==> src/hdl/gvp_pkg.sv <==
// Types, constants and tables for the grid vector to polar converter.
package gvp_pkg;

    localparam int COORD_WIDTH = 8;
    localparam int FRAC_BITS   = 8;

    localparam int DELTA_W  = COORD_WIDTH + 1;
    localparam int SUMSQ_W  = 2 * COORD_WIDTH + 1;
    localparam int ROOT_W   = COORD_WIDTH + 1 + FRAC_BITS;
    localparam int MAG_W    = ROOT_W;
    localparam int RAD_W    = 2 * ROOT_W;
    localparam int REM_W    = ROOT_W + 3;
    localparam int SQRT_STEPS = ROOT_W;

    localparam int PRESHIFT     = 30;
    localparam int X_W          = COORD_WIDTH + PRESHIFT + 4;
    localparam int ANG_SCALE    = 24;
    localparam int ATAN_W       = 30;
    localparam int Z_W          = 33;
    localparam int ZC_W         = 31;
    localparam int ANG_W        = 15;
    localparam int CORDIC_STEPS = 26;
    localparam int STEP_W       = 5;
    localparam int ANG_SH       = ANG_SCALE - FRAC_BITS;

    // 90 degrees in accumulator units
    localparam logic [ZC_W-1:0] ANG_TOP = ZC_W'(90) << ANG_SCALE;
    localparam logic [ANG_W-1:0] ANG_RIGHT = ANG_W'(90) << FRAC_BITS;

    // atan(2^-i) in degrees, 2^-24 degree units
    localparam logic [ATAN_W-1:0] ATAN_TAB [CORDIC_STEPS] = '{
        30'd754974720, 30'd445687602, 30'd235489088, 30'd119537938,
        30'd60000934,  30'd30029717,  30'd15018523,  30'd7509720,
        30'd3754917,   30'd1877466,   30'd938734,    30'd469367,
        30'd234684,    30'd117342,    30'd58671,     30'd29335,
        30'd14668,     30'd7334,      30'd3667,      30'd1833,
        30'd917,       30'd458,       30'd229,       30'd115,
        30'd57,        30'd29
    };

    typedef struct packed {
        logic signed [DELTA_W-1:0] dx;
        logic signed [DELTA_W-1:0] dy;
        logic                      ax_zero;
        logic                      ay_zero;
        logic signed [X_W-1:0]     x;
        logic signed [X_W-1:0]     y;
        logic signed [Z_W-1:0]     z;
        logic [REM_W-1:0]          rem;
        logic [ROOT_W-1:0]         root;
        logic [RAD_W-1:0]          rad;
    } gvp_stage_t;

endpackage

==> src/hdl/gvp_cell.sv <==
// One pipeline cell: a CORDIC vectoring step and, when sqrt_en is set, a square root digit step.
module gvp_cell (
    input  logic                         aclk,
    input  logic                         aresetn,
    input  logic                         en,
    input  logic [gvp_pkg::STEP_W-1:0]   step,
    input  logic                         sqrt_en,
    input  logic                         in_valid,
    input  gvp_pkg::gvp_stage_t          in_data,
    output logic                         out_valid,
    output gvp_pkg::gvp_stage_t          out_data
);
    import gvp_pkg::*;

    logic signed [X_W-1:0] xs;
    logic signed [X_W-1:0] ys;
    logic signed [Z_W-1:0] atan_ext;
    logic [REM_W-1:0]      trial;
    logic [REM_W-1:0]      test;
    gvp_stage_t            data_next;
    gvp_stage_t            data_reg;
    logic                  valid_reg;

    assign atan_ext = $signed({{(Z_W-ATAN_W){1'b0}}, ATAN_TAB[step]});

    always_comb begin
        data_next = in_data;
        // arithmetic shift rounds toward minus infinity
        xs = in_data.x >>> step;
        ys = in_data.y >>> step;
        if (!in_data.y[X_W-1]) begin
            data_next.x = in_data.x + ys;
            data_next.y = in_data.y - xs;
            data_next.z = in_data.z + atan_ext;
        end else begin
            data_next.x = in_data.x - ys;
            data_next.y = in_data.y + xs;
            data_next.z = in_data.z - atan_ext;
        end

        // restoring square root, two radicand bits per step
        trial = {in_data.rem[REM_W-3:0], in_data.rad[RAD_W-1 -: 2]};
        test  = REM_W'({in_data.root, 2'b01});
        if (sqrt_en) begin
            data_next.rad = in_data.rad << 2;
            if (trial >= test) begin
                data_next.rem  = trial - test;
                data_next.root = {in_data.root[ROOT_W-2:0], 1'b1};
            end else begin
                data_next.rem  = trial;
                data_next.root = {in_data.root[ROOT_W-2:0], 1'b0};
            end
        end
    end

    always_ff @(posedge aclk) begin
        if (!aresetn) begin
            valid_reg <= 1'b0;
        end else if (en) begin
            valid_reg <= in_valid;
        end
    end

    always_ff @(posedge aclk) begin
        if (en) begin
            data_reg <= data_next;
        end
    end

    assign out_valid = valid_reg;
    assign out_data  = data_reg;

endmodule

==> config.mk <==
export PLATFORM = sky130hd
export DESIGN_NAME = gvp_cell
export DESIGN_NICKNAME = d
export VERILOG_FILES = /design/src/hdl/gvp_pkg.sv /design/src/hdl/gvp_cell.sv
export SDC_FILE = /design/constraint.sdc
export NUM_CORES = 1
export LEC_CHECK = 0
export BUFFER_PORTS_ARGS = -buffer_cell sky130_fd_sc_hd__buf_2
export CAP_MARGIN = 40
export CORE_MARGIN = 2
export CORE_UTILIZATION = 42
export CTS_CLUSTER_DIAMETER = 200
export DETAILED_ROUTE_END_ITERATION = 12
export GPL_TIMING_DRIVEN = 0
export PLACE_DENSITY_LB_ADDON = 0.3
export RECOVER_POWER = 25
export SKIP_CTS_REPAIR_TIMING = 1
export SYNTH_ARGS = -nofsm -noshare
export SYNTH_HDL_FRONTEND = slang
export SYNTH_SLANG_ARGS = --single-unit
==> constraint.sdc <==
create_clock -name aclk -period 7.7 [get_ports aclk]
set_input_delay 0.385 -clock aclk [delete_from_list [all_inputs] [get_ports aclk]]
set_output_delay 0.385 -clock aclk [all_outputs]
set_load 0.005 [all_outputs]
* After elaboration in Yosys (flattened, before gate mapping)
Memories as Yosys holds them, arrays and structs flattened.
Cells that the tools add are included.
** Storage, ports and cells
- Register bits :: 209
- Memory bits (read-only) :: 960
- Input port bits :: 218
- Output and inout bits :: 209
- Memories :: 1
** Operators by class
- Add/sub/neg operators :: 7
- $lt $le $gt $ge :: 2
- Shifts and indexed selects :: 2
- Multiplexer cells :: 5
- Bitwise gates (word level) :: 1
** Memory list
- (name not given) :: depth 32, width 30, read ports 1, clocked after memory_dff 0, wr ports 0, RTL line gvp_cell.sv:24 : assign atan_ext = $signed({{(Z_W-ATAN_W){1'b0}}, ATAN_TAB[step]});
** Operators by type and width (count)
- $mux 117 :: 1
- $add 42x42->42 :: 2
- $sshr 42x5->42 :: 2
- $sub 42x42->42 :: 2
- $mux 71 :: 1
- $mux 30 :: 2
- $mux 37 :: 1
- $add 33x31->33 :: 1
- $sub 33x31->33 :: 1
- $ge 20x19->1 :: 1
- $sub 20x19->20 :: 1
- $ge 6x6->1 const B :: 1
- $not 5->6 :: 1

* Longest topological paths before layout
- Word-level depth :: 6
- Depth in mapped cells :: 30

* Least setup slack after synthesis
Ideal clock, no wire load.
- Path kind :: in2reg
- From :: in step[1] in the netlist's numbering
- To :: reg data_reg, in the netlist out_data[103] (data pin)
- Arrival :: 5.754 ns
- Required time :: 7.440 ns
- Setup slack :: 1.686 ns
- Stages on the path :: 26
- Buffers on the path :: 5
- Cell sequence :: buf_4 inv_2 buf_2 buf_2 buf_2 ha_1 clkbuf_1 nor2_1 nor2_1 o221a_2 a31oi_1 nand2_1 nor4_1 nor2_1 xor2_1 ha_1 and3_1 a221oi_1 a21oi_1 o21ai_0 a21boi_0 o21a_1 o2111a_1 a2111oi_0 a21oi_1 xnor2_1
** RTL lines
- start: declaration :: RTL line gvp_cell.sv:6 : input logic [gvp_pkg::STEP_W-1:0] step,
- end signal: assignment :: RTL line gvp_cell.sv:66 : data_reg <= data_next;
- end: declaration :: RTL line gvp_cell.sv:21 : gvp_stage_t data_reg;

==> summary.txt <==
Status
  – Status: finished, violations left
  – Violations in the final reports: capacitance limit, slew limit

Yosys
  – Mapped cell area: 23800 µm²
  – Cell variety after synth: 98
  – Synth Net Count: 2863
  – Synth warnings: 0
  – Post-synth top area share: 0.262
  – Post-synthesis cell type with the largest combined area: edfxtp_1
  – Top-count cell post-synth: nor2_1
  – Largest cells by area after synthesis: edfxtp_1 (26%), mux4_2 (12%), ha_1 (7.8%)
  – Post-synth top flop: edfxtp_1
  – Part of the Yosys area used for sequential elements: 0.263
  – EDFF count, synth: 208
  – Commonest cells in the netlist: nor2_1 (219), a21oi_1 (212), edfxtp_1 (208), nand2_1 (208), ha_1 (149)
  – Post-Syn Instances: 2493
  – Yosys reg bits: 209
  – Synth async-reset ratio: 0
  – Avg Cell Area, Syn: 9.56 µm²

CTS
  – Clk slew on worst S/H paths: 0.06 ns
  – Clk Latency, worst-skew pair: 0.56 ns
  – CTS tree: yes
  – Num Clock Sinks: 209
  – Clk root buf: clkbuf_16
  – Cts bufs inserted: 24
  – H-Tree Depth: 1
  – CTS Buffer Depth: 3

Min path
  – HP Class: in -> reg
  – Hold Crit Depth: 2
  – Hold EP: out_valid$_SDFFE_PN0P_
  – Min-delay src: aresetn

Worst setup path
  – Register-to-Register Setup Slack: 6.93 ns
  – R2R cell count: 2
  – FF-to-FF Start: out_valid$_SDFFE_PN0P_
  – CP Launch Type: input port
  – RR Endpoint: out_valid$_SDFFE_PN0P_
  – Crit path arrival time: 7.97 ns
  – Crit. End Element: flip-flop
  – CP max FO: 10
  – CP Class: in -> reg
  – Required time of the critical path: 8.01 ns

GRT
  – Overflow after GRT: 0
  – First-pass GRT wire length: 163000 µm
  – Total GRT Usage: 0.376
  – Antenna violations before repair: 10
  – Vias in the first global route: 23700
  – Pin count of the biggest net entering global routing: 127

Timing
  – Endpoints failing setup: 0
  – Pin slew with the least headroom to its limit: 4.67 ns
  – Max Clock Skew: 0 ns
  – RSZ-0062 raised after global routing: no
  – Crit share post-route: 0.995
  – Final slew viol count: 212
  – Normalized max-slew margin: -2.11
  – Final hold vios: 0
  – Period minus WS final: 7.66 ns
  – Hold Slack: 0.0484 ns
  – Final WS setup: 0.0418 ns
  – FMAX: 131 MHz

Place
  – Final RePlAce weighted congestion: 1.03
  – Port-buffer cells: 423
  – DP HPWL: 92000 µm
  – Dpl ws: -0.493 ns
  – Placed cell areas: 27200 µm²

Routing
  – Vias: 24200
  – ANT nets after route: 0
  – First-pass DRT Iterations: 6
  – Number of DRC markers in iteration 0: 2438
  – DRT Wirelength: 114000 µm
  – WL/cell: 30.4 µm
  – DRC Markers: 0
  – Post-DR vias/cell: 6.43

Floorplanning
  – Die Height: 242 µm
  – I/O pins: 427
  – Die area: 58700 µm²
  – Row cnt: 87
  – Initial Util: 0.423
  – Chip width: 242 µm
  – CORE AREA: 56300 µm²

Power
  – Leak pwr: 11.8 nW
  – Maximum VDD drop: 219 µV
  – Overall power: 5.42 mW
  – PwrDens: 192 nW/µm²

Cells and area
  – Layout Utilization: 0.501
  – Layout cells sized above 1: 0.268
  – Post-Layout Inst Area: 28200 µm²
  – Area delta synth->final: 18.4%
  – Final net count: 3353

Flow run
  – Max-Cap Viols: 2
[worst max-delay path, cell delays in order]
cell,delay [ns]
buf_2,0.18
buf_2,0.32
clkbuf_1,0.57
buf_2,0.48
clkbuf_1,0.51
clkbuf_2,0.44
clkbuf_1,0.55
clkbuf_1,0.56
buf_2,0.40
a211oi_1,0.11
a21oi_1,0.43
xor2_1,0.14
ha_1,0.27
a21o_1,0.19
a21oi_1,0.13
o21ai_0,0.12
a21oi_1,0.19
o21ai_0,0.33
a211oi_1,0.66
o211ai_1,0.20
a31o_2,0.29
a21o_1,0.18
a21oi_1,0.17
xnor2_1,0.09
[logic make-up after synthesis]
logic type,share of synthesized area
compound gates,0.192
simple gates,0.134
mux,0.209
buf+inv,0.0473
flops,0.263
xor+xnor,0.0739
fa+ha+maj,0.0808
[cells in the final DEF, fill, tap and decap left out, types with 14 or more instances in the layout]
master / Yosys / layout
a21o_1: 70 / 70
clkbuf_16: 0 / 25
o21bai_1: 19 / 19
nor2b_1: 29 / 29
a21oi_1: 212 / 212
and3_1: 23 / 23
clkbuf_1: 53 / 59
xnor2_1: 134 / 134
buf_8: 1 / 15
edfxtp_1: 208 / 208
nand4_1: 15 / 15
mux2_2: 78 / 78
buf_1: 19 / 18
mux2i_1: 102 / 102
nand3_1: 35 / 35
ha_1: 149 / 149
buf_2: 32 / 453
dlygate4sd3_1: 0 / 17
a31oi_1: 44 / 44
nand2_1: 208 / 208
buf_4: 14 / 14
xor2_1: 67 / 67
o21a_1: 30 / 30
inv_1: 79 / 79
o22ai_1: 33 / 33
a211oi_1: 37 / 37
nor2_1: 219 / 219
mux4_2: 127 / 127
and2_1: 24 / 24
o21ai_0: 135 / 135
buf_6: 18 / 24
nor3_1: 34 / 34
nand2b_1: 28 / 28
o211ai_1: 16 / 16
[power breakdown]
| group | leakage, nW | internal, mW | switching [mW] | total [mW] |
|---|---|---|---|---|
| registers | 2.04 | 1.57 | 0.0592 | 1.62 |
| logic | 9.36 | 1.05 | 1.53 | 2.58 |
| clock network | 0.405 | 0.708 | 0.510 | 1.22 |
[final cells by class]
class | count | area, µm²
clock buffers | 29 | 651
multi-input cells | 2061 | 16400
flip-flops and latches | 209 | 6270
well taps | 756 | 946
diodes | 9 | 22.5
fillers | 5194 | 28100
plain buffers | 140 | 818
repair buffers | 464 | 2580
clock inverters | 14 | 173
inverters | 83 | 314
[sequential cells by signal, summed over array words and instances, names as in the netlist]
register   count
out_data     208
out_valid      1
[per-layer routing]
layer  part of all wire  wire length [µm]  vias up  global-route usage
met5                  0                 0        -                   0
li1                   -                 -    10500                   -
met3              0.095             10800      352              0.0798
met4              0.065              7480        0               0.216
met2               0.47             53200     1585               0.625
met1               0.37             42900    11800               0.452
[worst max-delay path by stage]
stage / from / endpoint / slack, ns / cells past startpoint
finish: step[4] / out_data[143]$_DFFE_PP_ / 0.04 / 24
global route: step[1] / out_data[143]$_DFFE_PP_ / 0.04 / 24
CTS: step[1] / out_data[103]$_DFFE_PP_ / 0.09 / 27
detailed placement: step[1] / out_data[103]$_DFFE_PP_ / -0.49 / 27
global placement: step[4] / out_data[103]$_DFFE_PP_ / -0.62 / 22
floorplan: step[1] / out_data[103]$_DFFE_PP_ / 1.69 / 26
[stage by stage]
step           instances  setup TNS (ns)
2_1_floorplan       2493               0
3_3_place_gp        3672           -5.40
3_5_place_dp        3696           -1.65
4_1_cts             3739               0
5_1_grt             3761               0
6_report            3765               0
Note: power is estimated with default switching activity, not from simulation.
