$ cat src/hdl/gvp_pkg.sv
// Types, constants and tables for the grid vector to polar converter.
package gvp_pkg;

    localparam int COORD_WIDTH = 8;
    localparam int FRAC_BITS   = 8;

    localparam int DELTA_W  = COORD_WIDTH + 1;
    localparam int SUMSQ_W  = 2 * COORD_WIDTH + 1;
    localparam int ROOT_W   = COORD_WIDTH + 1 + FRAC_BITS;
    localparam int MAG_W    = ROOT_W;
    localparam int RAD_W    = 2 * ROOT_W;
    localparam int REM_W    = ROOT_W + 3;
    localparam int SQRT_STEPS = ROOT_W;

    localparam int PRESHIFT     = 30;
    localparam int X_W          = COORD_WIDTH + PRESHIFT + 4;
    localparam int ANG_SCALE    = 24;
    localparam int ATAN_W       = 30;
    localparam int Z_W          = 33;
    localparam int ZC_W         = 31;
    localparam int ANG_W        = 15;
    localparam int CORDIC_STEPS = 26;
    localparam int STEP_W       = 5;
    localparam int ANG_SH       = ANG_SCALE - FRAC_BITS;

    // 90 degrees in accumulator units
    localparam logic [ZC_W-1:0] ANG_TOP = ZC_W'(90) << ANG_SCALE;
    localparam logic [ANG_W-1:0] ANG_RIGHT = ANG_W'(90) << FRAC_BITS;

    // atan(2^-i) in degrees, 2^-24 degree units
    localparam logic [ATAN_W-1:0] ATAN_TAB [CORDIC_STEPS] = '{
        30'd754974720, 30'd445687602, 30'd235489088, 30'd119537938,
        30'd60000934,  30'd30029717,  30'd15018523,  30'd7509720,
        30'd3754917,   30'd1877466,   30'd938734,    30'd469367,
        30'd234684,    30'd117342,    30'd58671,     30'd29335,
        30'd14668,     30'd7334,      30'd3667,      30'd1833,
        30'd917,       30'd458,       30'd229,       30'd115,
        30'd57,        30'd29
    };

    typedef struct packed {
        logic signed [DELTA_W-1:0] dx;
        logic signed [DELTA_W-1:0] dy;
        logic                      ax_zero;
        logic                      ay_zero;
        logic signed [X_W-1:0]     x;
        logic signed [X_W-1:0]     y;
        logic signed [Z_W-1:0]     z;
        logic [REM_W-1:0]          rem;
        logic [ROOT_W-1:0]         root;
        logic [RAD_W-1:0]          rad;
    } gvp_stage_t;

endpackage

$ cat src/hdl/gvp_finish.sv
// Output stage: magnitude rounding, angle clamp and rounding, special cases.
module gvp_finish (
    input  logic                               aclk,
    input  logic                               aresetn,
    input  logic                               en,
    input  logic                               in_valid,
    input  gvp_pkg::gvp_stage_t                in_data,
    output logic                               out_valid,
    output logic signed [gvp_pkg::DELTA_W-1:0] delta_x,
    output logic signed [gvp_pkg::DELTA_W-1:0] delta_y,
    output logic [gvp_pkg::MAG_W-1:0]          magnitude,
    output logic [gvp_pkg::ANG_W-1:0]          angle_degrees,
    output logic                               zero_vector
);
    import gvp_pkg::*;

    logic                      zero;
    logic [ZC_W-1:0]           zc;
    logic [ZC_W:0]             zsum;
    logic [MAG_W-1:0]          mag_next;
    logic [ANG_W-1:0]          ang_next;
    logic                      valid_reg;
    logic signed [DELTA_W-1:0] dx_reg;
    logic signed [DELTA_W-1:0] dy_reg;
    logic [MAG_W-1:0]          mag_reg;
    logic [ANG_W-1:0]          ang_reg;
    logic                      zero_reg;

    always_comb begin
        zero = in_data.ax_zero && in_data.ay_zero;

        if (in_data.z[Z_W-1]) begin
            zc = '0;
        end else if (in_data.z[Z_W-2:0] > (Z_W-1)'(ANG_TOP)) begin
            zc = ANG_TOP;
        end else begin
            zc = in_data.z[ZC_W-1:0];
        end
        zsum = {1'b0, zc} + (ZC_W + 1)'(1 << (ANG_SH - 1));

        // round up when the remainder exceeds the floor root
        if (zero) begin
            mag_next = '0;
        end else if (in_data.rem > REM_W'(in_data.root)) begin
            mag_next = in_data.root + MAG_W'(1);
        end else begin
            mag_next = in_data.root;
        end

        if (zero || in_data.ay_zero) begin
            ang_next = '0;
        end else if (in_data.ax_zero) begin
            ang_next = ANG_RIGHT;
        end else begin
            ang_next = zsum[ANG_SH +: ANG_W];
        end
    end

    always_ff @(posedge aclk) begin
        if (!aresetn) begin
            valid_reg <= 1'b0;
        end else if (en) begin
            valid_reg <= in_valid;
        end
    end

    always_ff @(posedge aclk) begin
        if (en) begin
            dx_reg   <= in_data.dx;
            dy_reg   <= in_data.dy;
            mag_reg  <= mag_next;
            ang_reg  <= ang_next;
            zero_reg <= zero;
        end
    end

    assign out_valid     = valid_reg;
    assign delta_x       = dx_reg;
    assign delta_y       = dy_reg;
    assign magnitude     = mag_reg;
    assign angle_degrees = ang_reg;
    assign zero_vector   = zero_reg;

endmodule

$ cat config.mk
export PLATFORM = sky130hd
export DESIGN_NAME = gvp_finish
export DESIGN_NICKNAME = d
export VERILOG_FILES = /design/src/hdl/gvp_pkg.sv /design/src/hdl/gvp_finish.sv
export SDC_FILE = /design/constraint.sdc
export NUM_CORES = 1
export LEC_CHECK = 0
export ABC_AREA = 1
export BUFFER_PORTS_ARGS = -buffer_cell sky130_fd_sc_hd__buf_2
export CORE_AREA = 2 2 103 105
export CTS_BUF_LIST = sky130_fd_sc_hd__clkbuf_16
export CTS_CLUSTER_SIZE = 20
export DETAILED_ROUTE_END_ITERATION = 8
export DIE_AREA = 0 0 105 107
export HOLD_SLACK_MARGIN = 0.05
export PLACE_DENSITY = 0.81
export SLEW_MARGIN = 40
export SYNTH_ARGS = -nofsm -noshare
export SYNTH_HDL_FRONTEND = slang
export SYNTH_SLANG_ARGS = --single-unit
$ cat constraint.sdc
create_clock -name aclk -period 2.1 [get_ports aclk]
set_input_delay 0.105 -clock aclk [delete_from_list [all_inputs] [get_ports aclk]]
set_output_delay 0.105 -clock aclk [all_outputs]
set_load 0.03 [all_outputs]
Word level (Yosys, flattened, before mapping):

Cells that the tools add are included.

* logic and storage cells: 18
* bits in registers: 52

* magnitude comparators: 2
* add/subtract/negate cells: 2
* reduce and logical (&&, ||, !) cells: 3
* muxes and demuxes: 4

Operators by type and width (count)
* 31-bit 2-to-1 mux: 2
* 32-bit by 31-bit greater-than comparator with 1-bit output, second input constant: 1
* 31-bit by 16-bit adder with 31-bit output, second input constant: 1
* 20-bit by 17-bit greater-than comparator with 1-bit output: 1
* 17-bit by 1-bit adder with 17-bit output, second input constant: 1
* 17-bit 2-to-1 mux: 1
* 15-bit 2-to-1 mux: 1
* 2-bit OR reduction: 1
* 1-bit logical AND: 1
* 1-bit logical OR: 1

Depth between registers and ports, before layout:

* depth in word-level cells: 5
* depth in mapped cells: 19

Least setup slack after synthesis:

Ideal clock, no wire load.

* path kind: input to register
* start point: input in_data[89] (netlist name)
* end point: register ang_reg[7], in the netlist angle_degrees[7] (data pin)
* data arrival time: 1.858 ns
* required time: 1.841 ns
* stages: 17
* slack: -0.017 ns
* cells stage by stage: inv_1 -> nand2_1 -> nor2_1 -> nand2_1 -> nor2_1 -> nand2_1 -> nand2_4 -> buf_12 -> buf_6 -> inv_1 -> nor3_1 -> ha_1 -> nand4_1 -> nor2_4 -> nand2_1 -> o21ai_0 -> a21oi_1

* longest elaborated chain between the ends: 4

RTL lines
* start, declared: line gvp_finish.sv:7 `input gvp_pkg::gvp_stage_t in_data,`
* 32-bit by 31-bit greater-than comparator with 1-bit output: line gvp_finish.sv:34 `end else if (in_data.z[Z_W-2:0] > (Z_W-1)'(ANG_TOP)) begin`
* 31-bit 2-to-1 mux (*): line gvp_finish.sv:34
* 31-bit 2-to-1 mux (*): line gvp_finish.sv:32 `if (in_data.z[Z_W-1]) begin`
* 31-bit by 16-bit adder with 31-bit output (*): line gvp_finish.sv:39 `zsum = {1'b0, zc} + (ZC_W + 1)'(1 << (ANG_SH - 1));`
* end signal, assigned: line gvp_finish.sv:72 `ang_reg <= ang_next;`
* end, declared: line gvp_finish.sv:26 `logic [ANG_W-1:0] ang_reg;`

Mark *: on every way between the ends. The rest lies on a longest branch, timed or not.
A chain may end at the register's enable or synchronous reset.

Worst setup path after layout:

Ends and elaborated chain as after synthesis.

==> flow_summary.json <==
{
  "synth-seq-cells": 52,
  "syn-cell-area_mm2": 0.00344,
  "min_period_ns": 1.84,
  "max_freq_mhz": 545,
  "crit_type": "in -> reg",
  "hold_class": "in -> reg",
  "grtUsageTotal_pct": 15.7,
  "grt_max_degree": 54,
  "drt_first_iter_violations": 296,
  "ys_warn_count": 0,
  "ios": 264,
  "cts_tree": "built",
  "antenna_found_initial": 0,
  "muxShareOfSynthArea_pct": 0,
  "timing_hold_violations_final": 0,
  "grt_util_met3_pct": 2.19,
  "placed_cells": 706,
  "syn_avg_cell_area_um2": 8.26,
  "ant_nets": 0,
  "setup_viol": 0,
  "slowest_delay_ns": 0.23,
  "fill_cells": 1022,
  "rsz0062_at_grt": "false",
  "critPathCaptureType": "flip-flop",
  "path_buf_inv": 3,
  "initial_core_util_pct": 34.1,
  "hold_depth": 3,
  "use_met1_pct": 21.8,
  "final_common_cell": "buf_2",
  "synthCells": 417,
  "clk_path_buf_depth": 2,
  "fin_crit_sh_pct": 87.4,
  "leakagePower_nw": 2.32,
  "cpMostUsedCell": "nand2_1",
  "dr_total_vias": 3244,
  "synth_cell_types": 35,
  "grt_pass1_vias": 3109,
  "path_max_fanout": 6,
  "synth_fa_ha_area_share_pct": 6.90,
  "top_usage_layer": "met2",
  "die_x_um": 105,
  "cts-root-buf": "clkbuf_16",
  "drive_gt1_share_pct": 30.4,
  "dpl_cell_area_mm2": 0.00441,
  "reg2reg_setup_slack_ns": 1.44,
  "drc_errors": 0,
  "pre_cts_ws_ns": -0.0326,
  "crit_chain": "buf_2 > inv_1 > nand2_1 > nor2_1 > nand2_1 > nor2_1 > nand2_1 > nand2_4 > inv_1 > nor3_2 > ha_2 > nand4_1 > nor2_4 > nand2_1 > o21ai_1 > a21oi_1",
  "fin_skew_ns": 0,
  "wl_per_cell_um": 12.2,
  "synth_xor_xnor_area_share_pct": 4.32,
  "num-nets-final": 826,
  "layout_setup_ws_ns": 0.265,
  "register_area_mm2": 0.00155,
  "status": "completed",
  "tightestPinTransition_ns": 0.477,
  "place_congestion": 0.909,
  "max_slew_margin_pct": 68.2,
  "powerDensity_mw_per_mm2": 592,
  "cp.arrival_ns": 1.87,
  "cts.sinks": 52,
  "grt_overflow": 0,
  "fin_hold_ws_ns": 0.0612,
  "cts_buffers": 5,
  "cp.required_ns": 2.13,
  "cts_max_level": 2,
  "std_cell_rows": 37,
  "synth-simple-area-share_pct": 26.9,
  "synth_compound_area_share_pct": 7.16,
  "synth_seq_area_share_pct": 45.1,
  "clk_pin_slew_ns": 0.06,
  "cp_top_family": "simple AND/OR/NAND/NOR gates",
  "grt_pass1_wl_um": 14300,
  "first_pass_iters": 4,
  "cp-start-kind": "primary input",
  "dieHeight_um": 107,
  "cpMaxStageDelayCell": "nor2_4",
  "dp_hpwl_um": 7170,
  "instances_no_fill": 732,
  "area_growth_pct": 38.0,
  "wirelength_um": 8910,
  "drv_cap": 0,
  "syn_nets": 648,
  "cts_setup_buffers": 0,
  "fin_area_mm2": 0.00475,
  "slew_violations": 0,
  "cp.depth": 16,
  "synth_top_family_by_area": "simple AND/OR/NAND/NOR gates",
  "n_antenna_cell": 0,
  "peakVddDrop_v": 0.000351,
  "rr_worst_depth": 2,
  "met2_usage_pct": 25.5,
  "design.core.area_mm2": 0.0101,
  "port_buffers": 145,
  "final_cell_mix": "buf_2, nand2_1, inv_1",
  "routed_via_density": 4.43,
  "die_area_mm2": 0.0112,
  "worstSkewPairLatency_ns": 0.28,
  "multi_input_area_mm2": 0.00157
}
## area by class of cell
| type | instances | area share, % |
|---|---|---|
| Clock inverter | 3 | 0.816 |
| Clock buffer | 5 | 2.63 |
| Multi-Input combinational cell | 286 | 32.9 |
| Timing Repair Buffer | 177 | 21.5 |
| Inverter | 73 | 5.82 |
| Tap cell | 136 | 3.58 |
| Sequential cell | 52 | 32.7 |
## worst paths after layout
kind,to,start
worst max-delay path,angle_degrees[7]$_SDFFCE_PP0P_,in_data[89]
worst min-delay path,out_valid$_SDFFE_PN0P_,in_valid
worst max register to register,out_valid$_SDFFE_PN0P_,out_valid$_SDFFE_PN0P_
worst min register to register,out_valid$_SDFFE_PN0P_,out_valid$_SDFFE_PN0P_
## through the flow
step                      utilization, %  total power, mW  setup TNS (ns)
after floorplan                        -             1.67               0
after global placement              43.7             1.92               0
after detailed placement            43.7             1.93         -0.0326
after CTS                           47.1             2.84               0
after global routing                47.1             2.95               0
final                               47.1             2.81               0
## power breakdown
| group | internal (mW) | switching (mW) | total [mW] |
|---|---|---|---|
| logic | 0.244 | 0.437 | 0.681 |
| registers | 1.23 | 0.0199 | 1.25 |
| clock network | 0.555 | 0.322 | 0.878 |
| total | 2.03 | 0.779 | 2.81 |
## tightest hold or removal path, stage by stage
cell and delay [ns]:
buf_2 0.09, inv_1 0.04, a21oi_1 0.05
## state kept, by name, indices dropped and copies added (netlist names)
name,flops
angle_degrees,15
delta_x,9
delta_y,9
magnitude,17
out_valid,1
zero_vector,1
## cell usage after synthesis
library cell,instances,area [µm²]
nand2_1,94,353
inv_1,72,270
edfxtp_1,51,1530
nor2_1,47,176
a21oi_1,34,170
nand3_1,27,135
ha_1,19,238
xor2_1,16,140
o21ai_0,10,50.1
nand4_1,9,56.3
nor3_1,6,30.0
nand3b_1,3,22.5
nor2_2,3,18.8
buf_6,2,22.5
clkbuf_1,2,7.51
nand3_2,2,20.0
nor4_1,2,12.5
a31oi_1,1,6.26
and2_0,1,6.26
buf_12,1,20.0
buf_4,1,7.51
dfxtp_1,1,20.0
inv_4,1,6.26
nand2_2,1,6.26
nand2_4,1,11.3
nand3_4,1,17.5
nand3b_2,1,11.3
nor2_4,1,11.3
nor4b_4,1,23.8
o211ai_1,1,7.51
o21a_1,1,7.51
o21ai_1,1,5.00
or2_1,1,6.26
or2_2,1,6.26
xnor2_1,1,8.76
## what timing repair did
action	in CTS	in global routing
resized for setup	0	0
hold buffers	18	0
endpoints found under the hold margin	18	0
## cell families after synthesis
| family | Yosys count |
|---|---|
| adders and majority gates | 19 |
| DFF | 52 |
| buffers and inverters | 79 |
| xor gates and xnor gates | 17 |
| and+or+nand+nor | 202 |
| AOI/OAI and AO/OA | 48 |
## routing by layer
metal	routed length, µm	vias to the layer above
met4	124	0
met1	4140	1386
met2	4100	123
li1	-	1727
met5	0	-
met3	545	8
Note: power is estimated with default switching activity, not from simulation.
