## config.mk

```make
export PLATFORM = sky130hd
export DESIGN_NAME = gvp_prep
export DESIGN_NICKNAME = d
export VERILOG_FILES = /design/src/hdl/gvp_pkg.sv /design/src/hdl/gvp_prep.sv
export SDC_FILE = /design/constraint.sdc
export NUM_CORES = 1
export LEC_CHECK = 0
export ABC_AREA = 1
export BUFFER_PORTS_ARGS = -buffer_cell sky130_fd_sc_hd__buf_4
export CORE_MARGIN = 2
export CORE_UTILIZATION = 30
export CTS_BUF_LIST = sky130_fd_sc_hd__clkbuf_16
export CTS_CLUSTER_SIZE = 12
export DETAILED_ROUTE_END_ITERATION = 16
export PLACE_DENSITY_LB_ADDON = 0.1
export SLEW_MARGIN = 40
export SYNTH_ARGS = -nofsm -noshare
export SYNTH_HDL_FRONTEND = slang
export SYNTH_SLANG_ARGS = --single-unit
```

## constraint.sdc

```tcl
create_clock -name aclk -period 6.5 [get_ports aclk]
set_input_delay 0.65 -clock aclk [delete_from_list [all_inputs] [get_ports aclk]]
set_output_delay 0.65 -clock aclk [all_outputs]
set_load 0.005 [all_outputs]
```

## src/hdl/gvp_pkg.sv

```systemverilog
// Types, constants and tables for the grid vector to polar converter.
package gvp_pkg;

    localparam int COORD_WIDTH = 8;
    localparam int FRAC_BITS   = 8;

    localparam int DELTA_W  = COORD_WIDTH + 1;
    localparam int SUMSQ_W  = 2 * COORD_WIDTH + 1;
    localparam int ROOT_W   = COORD_WIDTH + 1 + FRAC_BITS;
    localparam int MAG_W    = ROOT_W;
    localparam int RAD_W    = 2 * ROOT_W;
    localparam int REM_W    = ROOT_W + 3;
    localparam int SQRT_STEPS = ROOT_W;

    localparam int PRESHIFT     = 30;
    localparam int X_W          = COORD_WIDTH + PRESHIFT + 4;
    localparam int ANG_SCALE    = 24;
    localparam int ATAN_W       = 30;
    localparam int Z_W          = 33;
    localparam int ZC_W         = 31;
    localparam int ANG_W        = 15;
    localparam int CORDIC_STEPS = 26;
    localparam int STEP_W       = 5;
    localparam int ANG_SH       = ANG_SCALE - FRAC_BITS;

    // 90 degrees in accumulator units
    localparam logic [ZC_W-1:0] ANG_TOP = ZC_W'(90) << ANG_SCALE;
    localparam logic [ANG_W-1:0] ANG_RIGHT = ANG_W'(90) << FRAC_BITS;

    // atan(2^-i) in degrees, 2^-24 degree units
    localparam logic [ATAN_W-1:0] ATAN_TAB [CORDIC_STEPS] = '{
        30'd754974720, 30'd445687602, 30'd235489088, 30'd119537938,
        30'd60000934,  30'd30029717,  30'd15018523,  30'd7509720,
        30'd3754917,   30'd1877466,   30'd938734,    30'd469367,
        30'd234684,    30'd117342,    30'd58671,     30'd29335,
        30'd14668,     30'd7334,      30'd3667,      30'd1833,
        30'd917,       30'd458,       30'd229,       30'd115,
        30'd57,        30'd29
    };

    typedef struct packed {
        logic signed [DELTA_W-1:0] dx;
        logic signed [DELTA_W-1:0] dy;
        logic                      ax_zero;
        logic                      ay_zero;
        logic signed [X_W-1:0]     x;
        logic signed [X_W-1:0]     y;
        logic signed [Z_W-1:0]     z;
        logic [REM_W-1:0]          rem;
        logic [ROOT_W-1:0]         root;
        logic [RAD_W-1:0]          rad;
    } gvp_stage_t;

endpackage

```

## src/hdl/gvp_prep.sv

```systemverilog
// Input stage: differences, absolute values, sum of squares, CORDIC seed.
module gvp_prep (
    input  logic                         aclk,
    input  logic                         aresetn,
    input  logic                         en,
    input  logic                         in_valid,
    input  logic [gvp_pkg::COORD_WIDTH-1:0] origin_x,
    input  logic [gvp_pkg::COORD_WIDTH-1:0] origin_y,
    input  logic [gvp_pkg::COORD_WIDTH-1:0] dest_x,
    input  logic [gvp_pkg::COORD_WIDTH-1:0] dest_y,
    output logic                         out_valid,
    output gvp_pkg::gvp_stage_t          out_data
);
    import gvp_pkg::*;

    logic signed [DELTA_W-1:0] dx;
    logic signed [DELTA_W-1:0] dy;
    logic [COORD_WIDTH-1:0]    ax;
    logic [COORD_WIDTH-1:0]    ay;
    logic [2*COORD_WIDTH-1:0]  ax_sq;
    logic [2*COORD_WIDTH-1:0]  ay_sq;
    logic [SUMSQ_W-1:0]        sumsq;
    gvp_stage_t                data_next;
    gvp_stage_t                data_reg;
    logic                      valid_reg;

    always_comb begin
        dx = $signed({1'b0, dest_x}) - $signed({1'b0, origin_x});
        dy = $signed({1'b0, dest_y}) - $signed({1'b0, origin_y});
        ax = dx[DELTA_W-1] ? COORD_WIDTH'(-dx) : COORD_WIDTH'(dx);
        ay = dy[DELTA_W-1] ? COORD_WIDTH'(-dy) : COORD_WIDTH'(dy);
        ax_sq = ax * ax;
        ay_sq = ay * ay;
        sumsq = SUMSQ_W'(ax_sq) + SUMSQ_W'(ay_sq);

        data_next.dx      = dx;
        data_next.dy      = dy;
        data_next.ax_zero = (ax == '0);
        data_next.ay_zero = (ay == '0);
        data_next.x       = $signed({{(X_W-COORD_WIDTH-PRESHIFT){1'b0}}, ax,
                                     {PRESHIFT{1'b0}}});
        data_next.y       = $signed({{(X_W-COORD_WIDTH-PRESHIFT){1'b0}}, ay,
                                     {PRESHIFT{1'b0}}});
        data_next.z       = '0;
        data_next.rem     = '0;
        data_next.root    = '0;
        data_next.rad     = RAD_W'(sumsq) << (2 * FRAC_BITS);
    end

    always_ff @(posedge aclk) begin
        if (!aresetn) begin
            valid_reg <= 1'b0;
        end else if (en) begin
            valid_reg <= in_valid;
        end
    end

    always_ff @(posedge aclk) begin
        if (en) begin
            data_reg <= data_next;
        end
    end

    assign out_valid = valid_reg;
    assign out_data  = data_reg;

endmodule

```

Word level (Yosys, flattened, before mapping)
Cells that the tools add are included.
{"block": "totals", "latch_bits": 0, "mem_bits_ro": 0, "input_bits": 36, "mem_bits_rw": 0, "memories": 0, "output_inout_bits": 209, "register_bits": 54}
{"block": "classes", "reduce_logical": 2, "shifts": 0, "eq_ne": 0, "magnitude_cmp": 0, "n_mul": 2, "div": 0, "n_mux": 2, "addsub": 5, "n_bitwise": 0}
{"op": "8-bit by 8-bit multiplier with 16-bit output", "count": 2}
{"op": "8-bit by 8-bit subtractor with 9-bit output", "count": 2}
{"op": "16-bit by 16-bit adder with 17-bit output", "count": 1}
{"op": "8-bit logical NOT", "count": 2}
{"op": "8-bit two-way mux", "count": 2}
{"op": "8-bit negation", "count": 2}

Logic depth before layout (Yosys ltp)
Gate-level depths: netlist of the first run.
{"block": "logic_depth", "word_depth": 5, "mapped_depth": 37}

Worst setup path before layout of the first run
Ideal clock, no wire load.
{"block": "synth_timing", "kind": "in2reg", "start": "input port dest_y[0] (netlist bit)", "end": "register data_reg, in the netlist out_data[28], data pin", "n_path_buf": 0, "cell_stages": 31, "required_ps": 6241, "arrival_ps": 6816, "setup_slack_ps": -575, "cell_sequence": "inv_1 ha_1 inv_1 fa_1 inv_1 ha_1 inv_1 nor2_1 nand3_1 nor2_1 nand2_1 nand2_1 nand2_1 nand2_2 nor2_1 fa_1 inv_1 fa_1 inv_1 fa_1 fa_1 fa_1 inv_1 fa_1 inv_1 ha_1 a21oi_1 a21boi_0 o21ai_0 a21oi_1 xnor2_1"}
{"item": "from (decl)", "line": "gvp_prep.sv:10", "rtl": "input logic [gvp_pkg::COORD_WIDTH-1:0] dest_y,"}
{"item": "to (signal assigned)", "line": "gvp_prep.sv:60", "rtl": "data_reg <= data_next;"}
{"item": "to (decl)", "line": "gvp_prep.sv:24", "rtl": "gvp_stage_t data_reg;"}

==> run summary, run 1 <==
- 897 — Gate Count Post-Synth
- 4 — drt first pass iters
- 1462 — Cell Count, Final, Fillers Out
- sky130_fd_sc_hd__fa_1 21%, sky130_fd_sc_hd__edfxtp_1 20%, sky130_fd_sc_hd__buf_4 16% — leading post-synthesis cells by cell area
- 52 — synthesis-stage register bit count
- 245 — I/O pin count
- 154.4 MHz — Peak Freq
- 5689 — number of vias after detailed routing
- 0.55 ns — delay of the slowest cell on the worst path
- yes — setup repair after global routing missed its margin
- 7579 um^2 — synthesized cell area
- 2629 — number of fill cells in the layout
- reg2reg — worst hold-check path type
- 0 — number of max-cap violations
- 12 — Bufs and invs on worst path
- 5 — worst-path maximum fanout
- 6.53 ns — CP Data Arrival Time
- 0 — residual overflow from global routing
- 30.36% — initial core utilization
- 0 — number of warnings printed during yosys synthesis
- 6.478 ns — minimum clock period after layout
- sky130_fd_sc_hd__fa_1 — cell repeated most along the worst path
- 0 — number of inserted diodes
- 35 — post-synth cell types
- 0.5485 ns — Hold Slack
- 0 ns — Setup Total Neg Slack
- 0% — async set or reset register ratio after synthesis
- 162.9 um — floorplan die height
- 5592 — vias in the first global route
- 1316 — final layout net count
- 0 — antenna violations before repair
- in2reg — path type of the worst setup path
- 0 — Final Max Tran Viols
- 52 — count of clock tree sinks
- adder cells — crit-path leading delay family
- 24960 um^2 — CORE AREA
- 0 — number of remaining DRC errors
- 2 — number of buffers on the longest clock path
- 12.91% — global-route total usage across every layer
- 51 — number of flops mapped to enable cells by yosys
- 1442 — Inst Count DP
- 20.47% — part of the Yosys area used for sequential elements
- 52.60% — worst max-slew margin expressed relative to the limit
- 20.60% — post-synth top area share
- 0 ns — Clock Skews
- sky130_fd_sc_hd__fa_2 — Worst path slowest cell
- 179 — Starting DRT DRC Count
- register — category of the worst setup path capture point
- 0.7651 — Routability Congestion
- 11.24 um — WL/cell
- sky130_fd_sc_hd__edfxtp_1 — prevailing post-synth register cell
- 0 — Final Hold Violating Endpoints
- 5 — number of CTS-inserted buffers
- yes — CTS tree
- 0.7111 ns — slew of the pin with the lowest slew margin
- 0 — number of hold buffers added after cts
- 0.02222 ns — worst-case setup margin in the final layout
- -0.5219 ns — worst slack at placement
- 8.449 um^2 — mean instance size in the synthesized netlist
- 0 — Final setup viols
- 0.07 ns — clock edge transition at the registers on the reported setup and hold paths
- sky130_fd_sc_hd__clkbuf_16 — clock root buffer
- 14040 um — half-perimeter wire length after placement
- 27260 um — first-pass GRT wire length
- 2 — CTS H-Tree Depth
- input port — type of origin of the critical path
- 26550 um^2 — full die area
- 99.66% — fin crit share
- 162.9 um — die boundary width
- 58 — number of core rows
- complete, no violations — status
- 0.30 ns — worst-skew pair later-pin latency
- 54 — pin count of the biggest net entering global routing
- sky130_fd_sc_hd__fa_1 — top cell type by total area after synthesis
- 3.891 — Via-to-Cell Ratio
- 0 — ANT nets after route
- 30.06% — area delta synth->final
- 89 — Port Buffers
- 16430 um — aggregate routed wire length
- 6.55 ns — data required time of the worst path
- 33.66% — layout cell share with drive strength beyond 1
## worst register-to-register path: cells and delay by family (launching register included)
family         cells  cell delay (ns)
AO/OA/AOI/OAI      2             0.21
flip-flops         1             0.31
## placed cells by master, fill, tap and decap left out, drive strengths merged, types with 2 or more instances in the layout
master	netlist	final
clkinv	0	2
a21oi	22	22
a31oi	2	2
fa	78	78
conb	1	155
ha	71	71
edfxtp	51	51
nand3	39	39
clkbuf	3	5
buf	158	234
nand2	150	150
inv	201	201
xor2	16	16
o21ai	13	13
o21a	3	3
nor2	69	69
nand4	5	5
nand3b	5	5
xnor2	4	4
## cells in the mapped netlist (4+ instances only)
cell and instances:
sky130_fd_sc_hd__nor2_1 63, sky130_fd_sc_hd__nand3_1 38, sky130_fd_sc_hd__nor2_2 5, sky130_fd_sc_hd__nand4_1 5
sky130_fd_sc_hd__ha_1 71, sky130_fd_sc_hd__a21oi_1 20, sky130_fd_sc_hd__inv_2 9, sky130_fd_sc_hd__nand3b_1 5
sky130_fd_sc_hd__xnor2_1 4, sky130_fd_sc_hd__edfxtp_1 51, sky130_fd_sc_hd__o21ai_0 8, sky130_fd_sc_hd__fa_1 78
sky130_fd_sc_hd__buf_4 158, sky130_fd_sc_hd__inv_1 192, sky130_fd_sc_hd__nand2_2 10, sky130_fd_sc_hd__xor2_1 13
sky130_fd_sc_hd__nand2_1 138
## registers in the layout, indices dropped and copies added, names as in the netlist
register   flops
out_valid      1
out_data      51
## cell families (layout without fill, tap and decap cells)
group                      count (synthesis)  in the layout  share of synthesized area (%)
AOI/OAI and AO/OA                         44             44                          3.484
xor gates and xnor gates                  20             20                          2.609
adders and majority gates                149            149                          32.33
buffers and inverters                    362            443                          25.76
DFF                                       52             52                          20.47
other                                      1            155                        0.04948
and+or+nand+nor                          269            269                          15.30
## repair_timing
item | CTS | global route
pin swaps | 18 | 53
cloned | 0 | 0
buffers inserted | 4 | 8
gates resized for setup | 21 | 74
endpoints found under the setup margin | 8 | 11
## layer usage
metal | vias to the layer above | routed length (um) | global-route usage, %
met4 | 0 | 121 | 2.051
li1 | 2872 | - | -
met1 | 2656 | 7576 | 17.33
met5 | - | 0 | 0
met2 | 154 | 7960 | 22.61
met3 | 7 | 769 | 1.630
## through the flow
step | instance area (um^2) | utilization, %
floorplan | 8359 | -
global placement | 9241 | 37.02
detailed placement | 9241 | 37.02
CTS | 9523 | 38.15
global route | 9857 | 39.48
finish | 9857 | 39.48
## cell type report
type / count / area [um^2] / area share (%)
Clock buffer: 5 / 125.1 / 1.269
Tap cell: 330 / 412.9 / 4.189
Sequential cell: 52 / 1551 / 15.74
Timing Repair Buffer: 234 / 1794 / 18.20
Inverter: 201 / 779.5 / 7.908
Clock inverter: 3 / 42.54 / 0.4316
Multi-Input combinational cell: 637 / 5151 / 52.26
## final timing paths
path | from | to | slack [ns] | cells past startpoint
hold / removal | out_valid | out_valid | 0.55 | 2
setup / recovery | dest_x[0] | out_data[31] | 0.02 | 30
hold reg to reg | out_valid | out_valid | 0.55 | 2
setup reg to reg | out_valid | out_valid | 5.85 | 2
Power of run 1 is left out: the tool's default activity adds up to more than one toggle a clock period on the data nets, which glitch-free logic cannot reach.
==> inputs of run 2 (changes only) <==
clock period = 7.9 ns   (was 6.5 ns; I/O delays follow)
==> run 2 against run 1 <==
Net effect:
- via count decreased by 8.1%
- flip-flop and latch count unchanged
- first-iteration DRC count decreased by 13%
- utilization decreased by 6.3 points
- worst hold slack improved by 0.0070 ns
- highest routed layer unchanged
==> run summary, run 2 (synthesized netlist as in run 1, its figures left out) <==
- 9.444% — area delta synth->final
- 0 — Final Hold Violating Endpoints, unchanged
- 0.55 ns — delay of the slowest cell on the worst path, about the same
- 0.7102 ns — slew of the pin with the lowest slew margin, -0.0008509 ns
- 12.33% — global-route total usage across every layer, -0.58 points
- 5199 — vias in the first global route, -7.0%
- 0 — Final setup viols, unchanged
- 8 — Bufs and invs on worst path, -4
- no — setup repair after global routing missed its margin
- 8294 um^2 — final instance area, -16%
- register — category of the worst setup path capture point
- 2 — depth of the worst register-to-register path, unchanged
- 2 — WHS Path Cells, unchanged
- 30.36% — initial core utilization, unchanged
- 33.22% — Layout Utilization, -6.3 points
- sky130_fd_sc_hd__fa_1 — Worst path slowest cell
- 3.930 — Via-to-Cell Ratio, +1.0%
- 0 — Final Max Tran Viols, unchanged
- 8130 um^2 — Cell Area, Placed, -12%
- 0.5652 ns — worst-case setup margin in the final layout, +0.5430 ns
- 7 — worst-path maximum fanout, +2
- out_valid — start of the worst register-to-register path
- in2reg — path type of the worst setup path
- 7.95 ns — data required time of the worst path, +1.40 ns
- 193 x sky130_fd_sc_hd__inv_1, 155 x sky130_fd_sc_hd__conb_1, 138 x sky130_fd_sc_hd__nand2_1, 102 x sky130_fd_sc_hd__buf_4, 78 x sky130_fd_sc_hd__fa_1 — leading cell types in the layout, fill and taps excluded
- 2 — CTS H-Tree Depth, unchanged
- 0.07 ns — clock edge transition at the registers on the reported setup and hold paths, about the same
- 0.29 ns — worst-skew pair later-pin latency, about the same
- 15680 um — aggregate routed wire length, -4.6%
- 2 — number of buffers on the longest clock path, unchanged
- 0 ns — Clock Skews, unchanged
- 0 — antenna violations before repair, unchanged
- input port — type of origin of the critical path
- 7.335 ns — minimum clock period after layout
- 5227 — number of vias after detailed routing, -8.1%
- 4 — drt first pass iters, unchanged
- sky130_fd_sc_hd__inv_1 — most common library cell in the layout ignoring fill and taps
- 26550 um^2 — full die area, unchanged
- 52.65% — worst max-slew margin expressed relative to the limit, +0.057 points
- 13520 um — half-perimeter wire length after placement, -3.7%
- adder cells — crit-path leading delay family
- 0 — residual overflow from global routing, unchanged
- 162.9 um — floorplan die height, unchanged
- 0 — number of hold buffers added after cts, unchanged
- 15.00% — layout cell share with drive strength beyond 1, -19 points
- 0.7775 — Routability Congestion, +1.6%
- 0 — number of inserted diodes, unchanged
- reg2reg — worst hold-check path type
- 0.04678 ns — worst slack at placement, +0.5686 ns
- 155 — Starting DRT DRC Count, -13%
- out_valid — endpoint of the worst hold path
- 11.79 um — WL/cell, +4.9%
- yes — CTS tree
- 5 — number of CTS-inserted buffers, unchanged
- 1184 — final layout net count, -10%
- out_valid — Hold Crit Start
- 0 — number of remaining DRC errors, unchanged
- 2717 — number of fill cells in the layout, +3.3%
- 89 — Port Buffers, unchanged
- 24960 um^2 — CORE AREA, unchanged
- 245 — I/O pin count, unchanged
- 136.3 MHz — Peak Freq
- complete, no violations — status
- 54 — pin count of the biggest net entering global routing, unchanged
- 0 — number of max-cap violations, unchanged
- 58 — number of core rows, unchanged
- 0 — ANT nets after route, unchanged
- 51 — number of flip-flops under the largest register name, unchanged
- out_valid — r2r endpoint
- 162.9 um — die boundary width, unchanged
- 7.24 ns — worst-case register-to-register setup slack, +1.39 ns
- 52 — count of clock tree sinks, unchanged
- 0 ns — Setup Total Neg Slack, unchanged
- sky130_fd_sc_hd__clkbuf_16 — clock root buffer
- 7.38 ns — CP Data Arrival Time, +0.85 ns
- 92.85% — fin crit share
- 25690 um — first-pass GRT wire length, -5.8%
## run 2: cell count changes in the layout (fill, tap and decap cells not counted), moves of 10 or more
| cell | change |
|---|---|
| sky130_fd_sc_hd__buf_4 | -122 |
| sky130_fd_sc_hd__inv_1 | +23 |
| sky130_fd_sc_hd__nand2_1 | +17 |
| sky130_fd_sc_hd__inv_2 | -16 |
| sky130_fd_sc_hd__nor2_1 | +15 |
| sky130_fd_sc_hd__nand2_2 | -12 |
| sky130_fd_sc_hd__nand3_1 | +12 |
| sky130_fd_sc_hd__ha_1 | +11 |
| sky130_fd_sc_hd__ha_4 | -11 |
| sky130_fd_sc_hd__nand3_2 | -11 |
| sky130_fd_sc_hd__buf_6 | -10 |
| sky130_fd_sc_hd__nor2_4 | -10 |
## run 2: worst max-delay path by stage
stage	depth (start not counted)	slack, ns	from	to
2_1_floorplan	31	0.68	dest_y[0]	out_data[28]
5_1_grt	30	0.06	origin_y[0]	out_data[31]
4_1_cts	31	0.36	origin_y[0]	out_data[28]
6_report	31	0.57	origin_y[0]	out_data[28]
3_5_place_dp	31	0.05	origin_y[0]	out_data[28]
3_3_place_gp	31	0.21	origin_y[0]	out_data[28]
## run 2: final cells by class
| class | instances | area [um^2] | area share, % |
|---|---|---|---|
| well taps | 330 | 412.9 | 4.978 |
| clock inverters | 3 | 20.02 | 0.2414 |
| inverters | 201 | 754.5 | 9.096 |
| clock buffers | 5 | 125.1 | 1.509 |
| flip-flops and latches | 52 | 1551 | 18.71 |
| repair buffers | 102 | 765.7 | 9.232 |
| multi-input cells | 637 | 4664 | 56.24 |
## run 2: metal layers
metal / vias to the layer above / part of all wire [%] / global-route usage (%)
li1: 2605 / - / -
met4: 0 / 1.1 / 2.414
met3: 12 / 5.9 / 1.706
met2: 165 / 48 / 21.73
met5: - / 0 / 0
met1: 2445 / 45 / 16.16
## run 2: worst min-delay path, stage by stage, from the launching register on
cell and delay, ns:
sky130_fd_sc_hd__dfxtp_1 0.31, sky130_fd_sc_hd__o21ai_0 0.16, sky130_fd_sc_hd__a21oi_1 0.04
## run 2: repair_timing
action,4_1_cts,5_1_grt
gates resized for setup,0,5
endpoints found under the hold margin,0,0
setup buffers,0,1
endpoints found under the setup margin,0,4
## run 2: stage by stage
step                cells  hold slack (ns)
floorplan            1051           0.5248
finish               1330           0.5556
CTS                  1329           0.5638
detailed placement   1321           0.5485
global route         1330           0.5989
global placement     1321           0.5340
Power of run 2 is left out for the same reason.
==> inputs of run 3 (changes only) <==
PLACE_DENSITY = 0.57   (was not set)
PLACE_DENSITY_LB_ADDON = not set   (was 0.1)
==> run 3 against run 2 <==
Net effect:
- routed wire length is 7.9% lower
- worst hold slack worse by 0.0064 ns
- setup slack worse by 0.090 ns
- largest cell class unchanged
==> run summary, run 3 (synthesized netlist as in run 1, its figures left out) <==
- complete, no violations — status
- 0 — residual overflow from global routing, unchanged
- 30.36% — initial core utilization, unchanged
- 26550 um^2 — full die area, unchanged
- 7.24 ns — worst-case register-to-register setup slack, about the same
- 0 ns — Setup Total Neg Slack, unchanged
- register — category of the worst setup path capture point
- 8253 um^2 — final instance area, -0.50%
- 4 — drt first pass iters, unchanged
- 8.899% — area delta synth->final
- 12480 um — half-perimeter wire length after placement, -7.7%
- 245 — I/O pin count, unchanged
- 162.9 um — die boundary width, unchanged
- 2637 — number of fill cells in the layout, -2.9%
- 89 — Port Buffers, unchanged
- adder cells — crit-path leading delay family
- 7.425 ns — minimum clock period after layout, +0.09027 ns
- 3.973 — Via-to-Cell Ratio, +1.1%
- 58 — number of core rows, unchanged
- 24960 um^2 — CORE AREA, unchanged
- 52 — count of clock tree sinks, unchanged
- 8 — Bufs and invs on worst path, unchanged
- 1179 — final layout net count, -0.42%
- 1551 um^2 — flip-flop and latch area, unchanged
- 0 — number of hold buffers added after cts, unchanged
- 0.07 ns — clock edge transition at the registers on the reported setup and hold paths, about the same
- 0.6935 ns — slew of the pin with the lowest slew margin, -0.01675 ns
- 0 — number of max-cap violations, unchanged
- 2 — WHS Path Cells, unchanged
- input port — type of origin of the critical path
- 14.47% — layout cell share with drive strength beyond 1, -0.53 points
- 7 — worst-path maximum fanout, unchanged
- 5264 — number of vias after detailed routing, +0.71%
- 0.29 ns — worst-skew pair later-pin latency, about the same
- 4996 — vias in the first global route, -3.9%
- 1317 — Inst Count DP, -0.30%
- 0 — number of buffers inserted by post-CTS setup repair, unchanged
- 5 — number of CTS-inserted buffers, unchanged
- 162.9 um — floorplan die height, unchanged
- 2 — number of buffers on the longest clock path, unchanged
- 14440 um — aggregate routed wire length, -7.9%
- 0 — Final Max Tran Viols, unchanged
- 8100 um^2 — Cell Area, Placed, -0.37%
- 0 — Final setup viols, unchanged
- sky130_fd_sc_hd__inv_1 — most common library cell in the layout ignoring fill and taps
- 2 — depth of the worst register-to-register path, unchanged
- reg2reg — worst hold-check path type
- 93.99% — fin crit share, +1.1 points
- 0 — number of remaining DRC errors, unchanged
- 31 — total number of cells along the worst setup path, unchanged
- 23510 um — first-pass GRT wire length, -8.5%
- 0.5492 ns — Hold Slack, -0.006408 ns
- 1325 — Cell Count, Final, Fillers Out, -0.38%
- 134.7 MHz — Peak Freq, -1.2%
- 11.10% — global-route total usage across every layer, -1.2 points
- 7.95 ns — data required time of the worst path, about the same
- 238 — Starting DRT DRC Count, +54%
- 53.77% — worst max-slew margin expressed relative to the limit, +1.1 points
- 10.90 um — WL/cell, -7.5%
- yes — CTS tree
- 54 — pin count of the biggest net entering global routing, unchanged
- 0 — number of inserted diodes, unchanged
- 0 — ANT nets after route, unchanged
- sky130_fd_sc_hd__clkbuf_16 — clock root buffer
- 51 — number of flip-flops under the largest register name, unchanged
- no — setup repair after global routing missed its margin
- 7.47 ns — CP Data Arrival Time, +0.09 ns
- 4658 um^2 — total area of multi-input combinational cells, -0.13%
- 2 — CTS H-Tree Depth, unchanged
- 192 x sky130_fd_sc_hd__inv_1, 155 x sky130_fd_sc_hd__conb_1, 138 x sky130_fd_sc_hd__nand2_1, 97 x sky130_fd_sc_hd__buf_4, 78 x sky130_fd_sc_hd__fa_1 — leading cell types in the layout, fill and taps excluded
- sky130_fd_sc_hd__fa_1 — Worst path slowest cell
- 0.8895 — Routability Congestion, +14%
- 0.55 ns — delay of the slowest cell on the worst path, about the same
- 0 — Final Hold Violating Endpoints, unchanged
- 0 — antenna violations before repair, unchanged
- 0 ns — Clock Skews, unchanged
- in2reg — path type of the worst setup path
[run 3: cell count changes in the layout (fill, tap and decap cells not counted), sizes merged]
cell,before,now
buf,102,97
clkinvlp,1,0
clkinv,1,2
[run 3: worst min-delay path, stage by stage (launching register included)]
cell and delay [ns]:
sky130_fd_sc_hd__dfxtp_1 0.31, sky130_fd_sc_hd__o21ai_0 0.15, sky130_fd_sc_hd__a21oi_1 0.04
[run 3: repair_timing]
item / 4_1_cts / 5_1_grt
endpoints found under the hold margin: 0 / 0
gates resized for setup: 0 / 3
endpoints found under the setup margin: 0 / 4
[run 3: metal layers]
layer  vias to the layer above  share of wire, %  global-route usage [%]
met2                       210                49                   19.97
met3                        15               7.2                   1.553
li1                       2603                 -                       -
met4                         0               1.7                   2.735
met1                      2436                42                   13.99
met5                         -                 0                       0
[run 3: per-stage QoR]
stage               worst slack (ns)  util, %
global placement              0.2331    32.45
CTS                           0.3370    33.04
detailed placement           0.04007    32.45
global route                 0.02247    33.06
floorplan                     0.6847        -
finish                        0.4749    33.06
[run 3: worst paths after layout]
kind	start	end
max reg2reg	out_valid	out_valid
max	origin_y[0]	out_data[28]
min reg2reg	out_valid	out_valid
min	out_valid	out_valid
[run 3: final cells by class]
cell class	count	area share (%)
inverter	201	9.142
timing repair buffer	97	8.824
clock inverter	3	0.2729
tap	330	5.003
sequential	52	18.80
clock buffer	5	1.516
multi-input combinational	637	56.44
Power of run 3 is left out for the same reason.
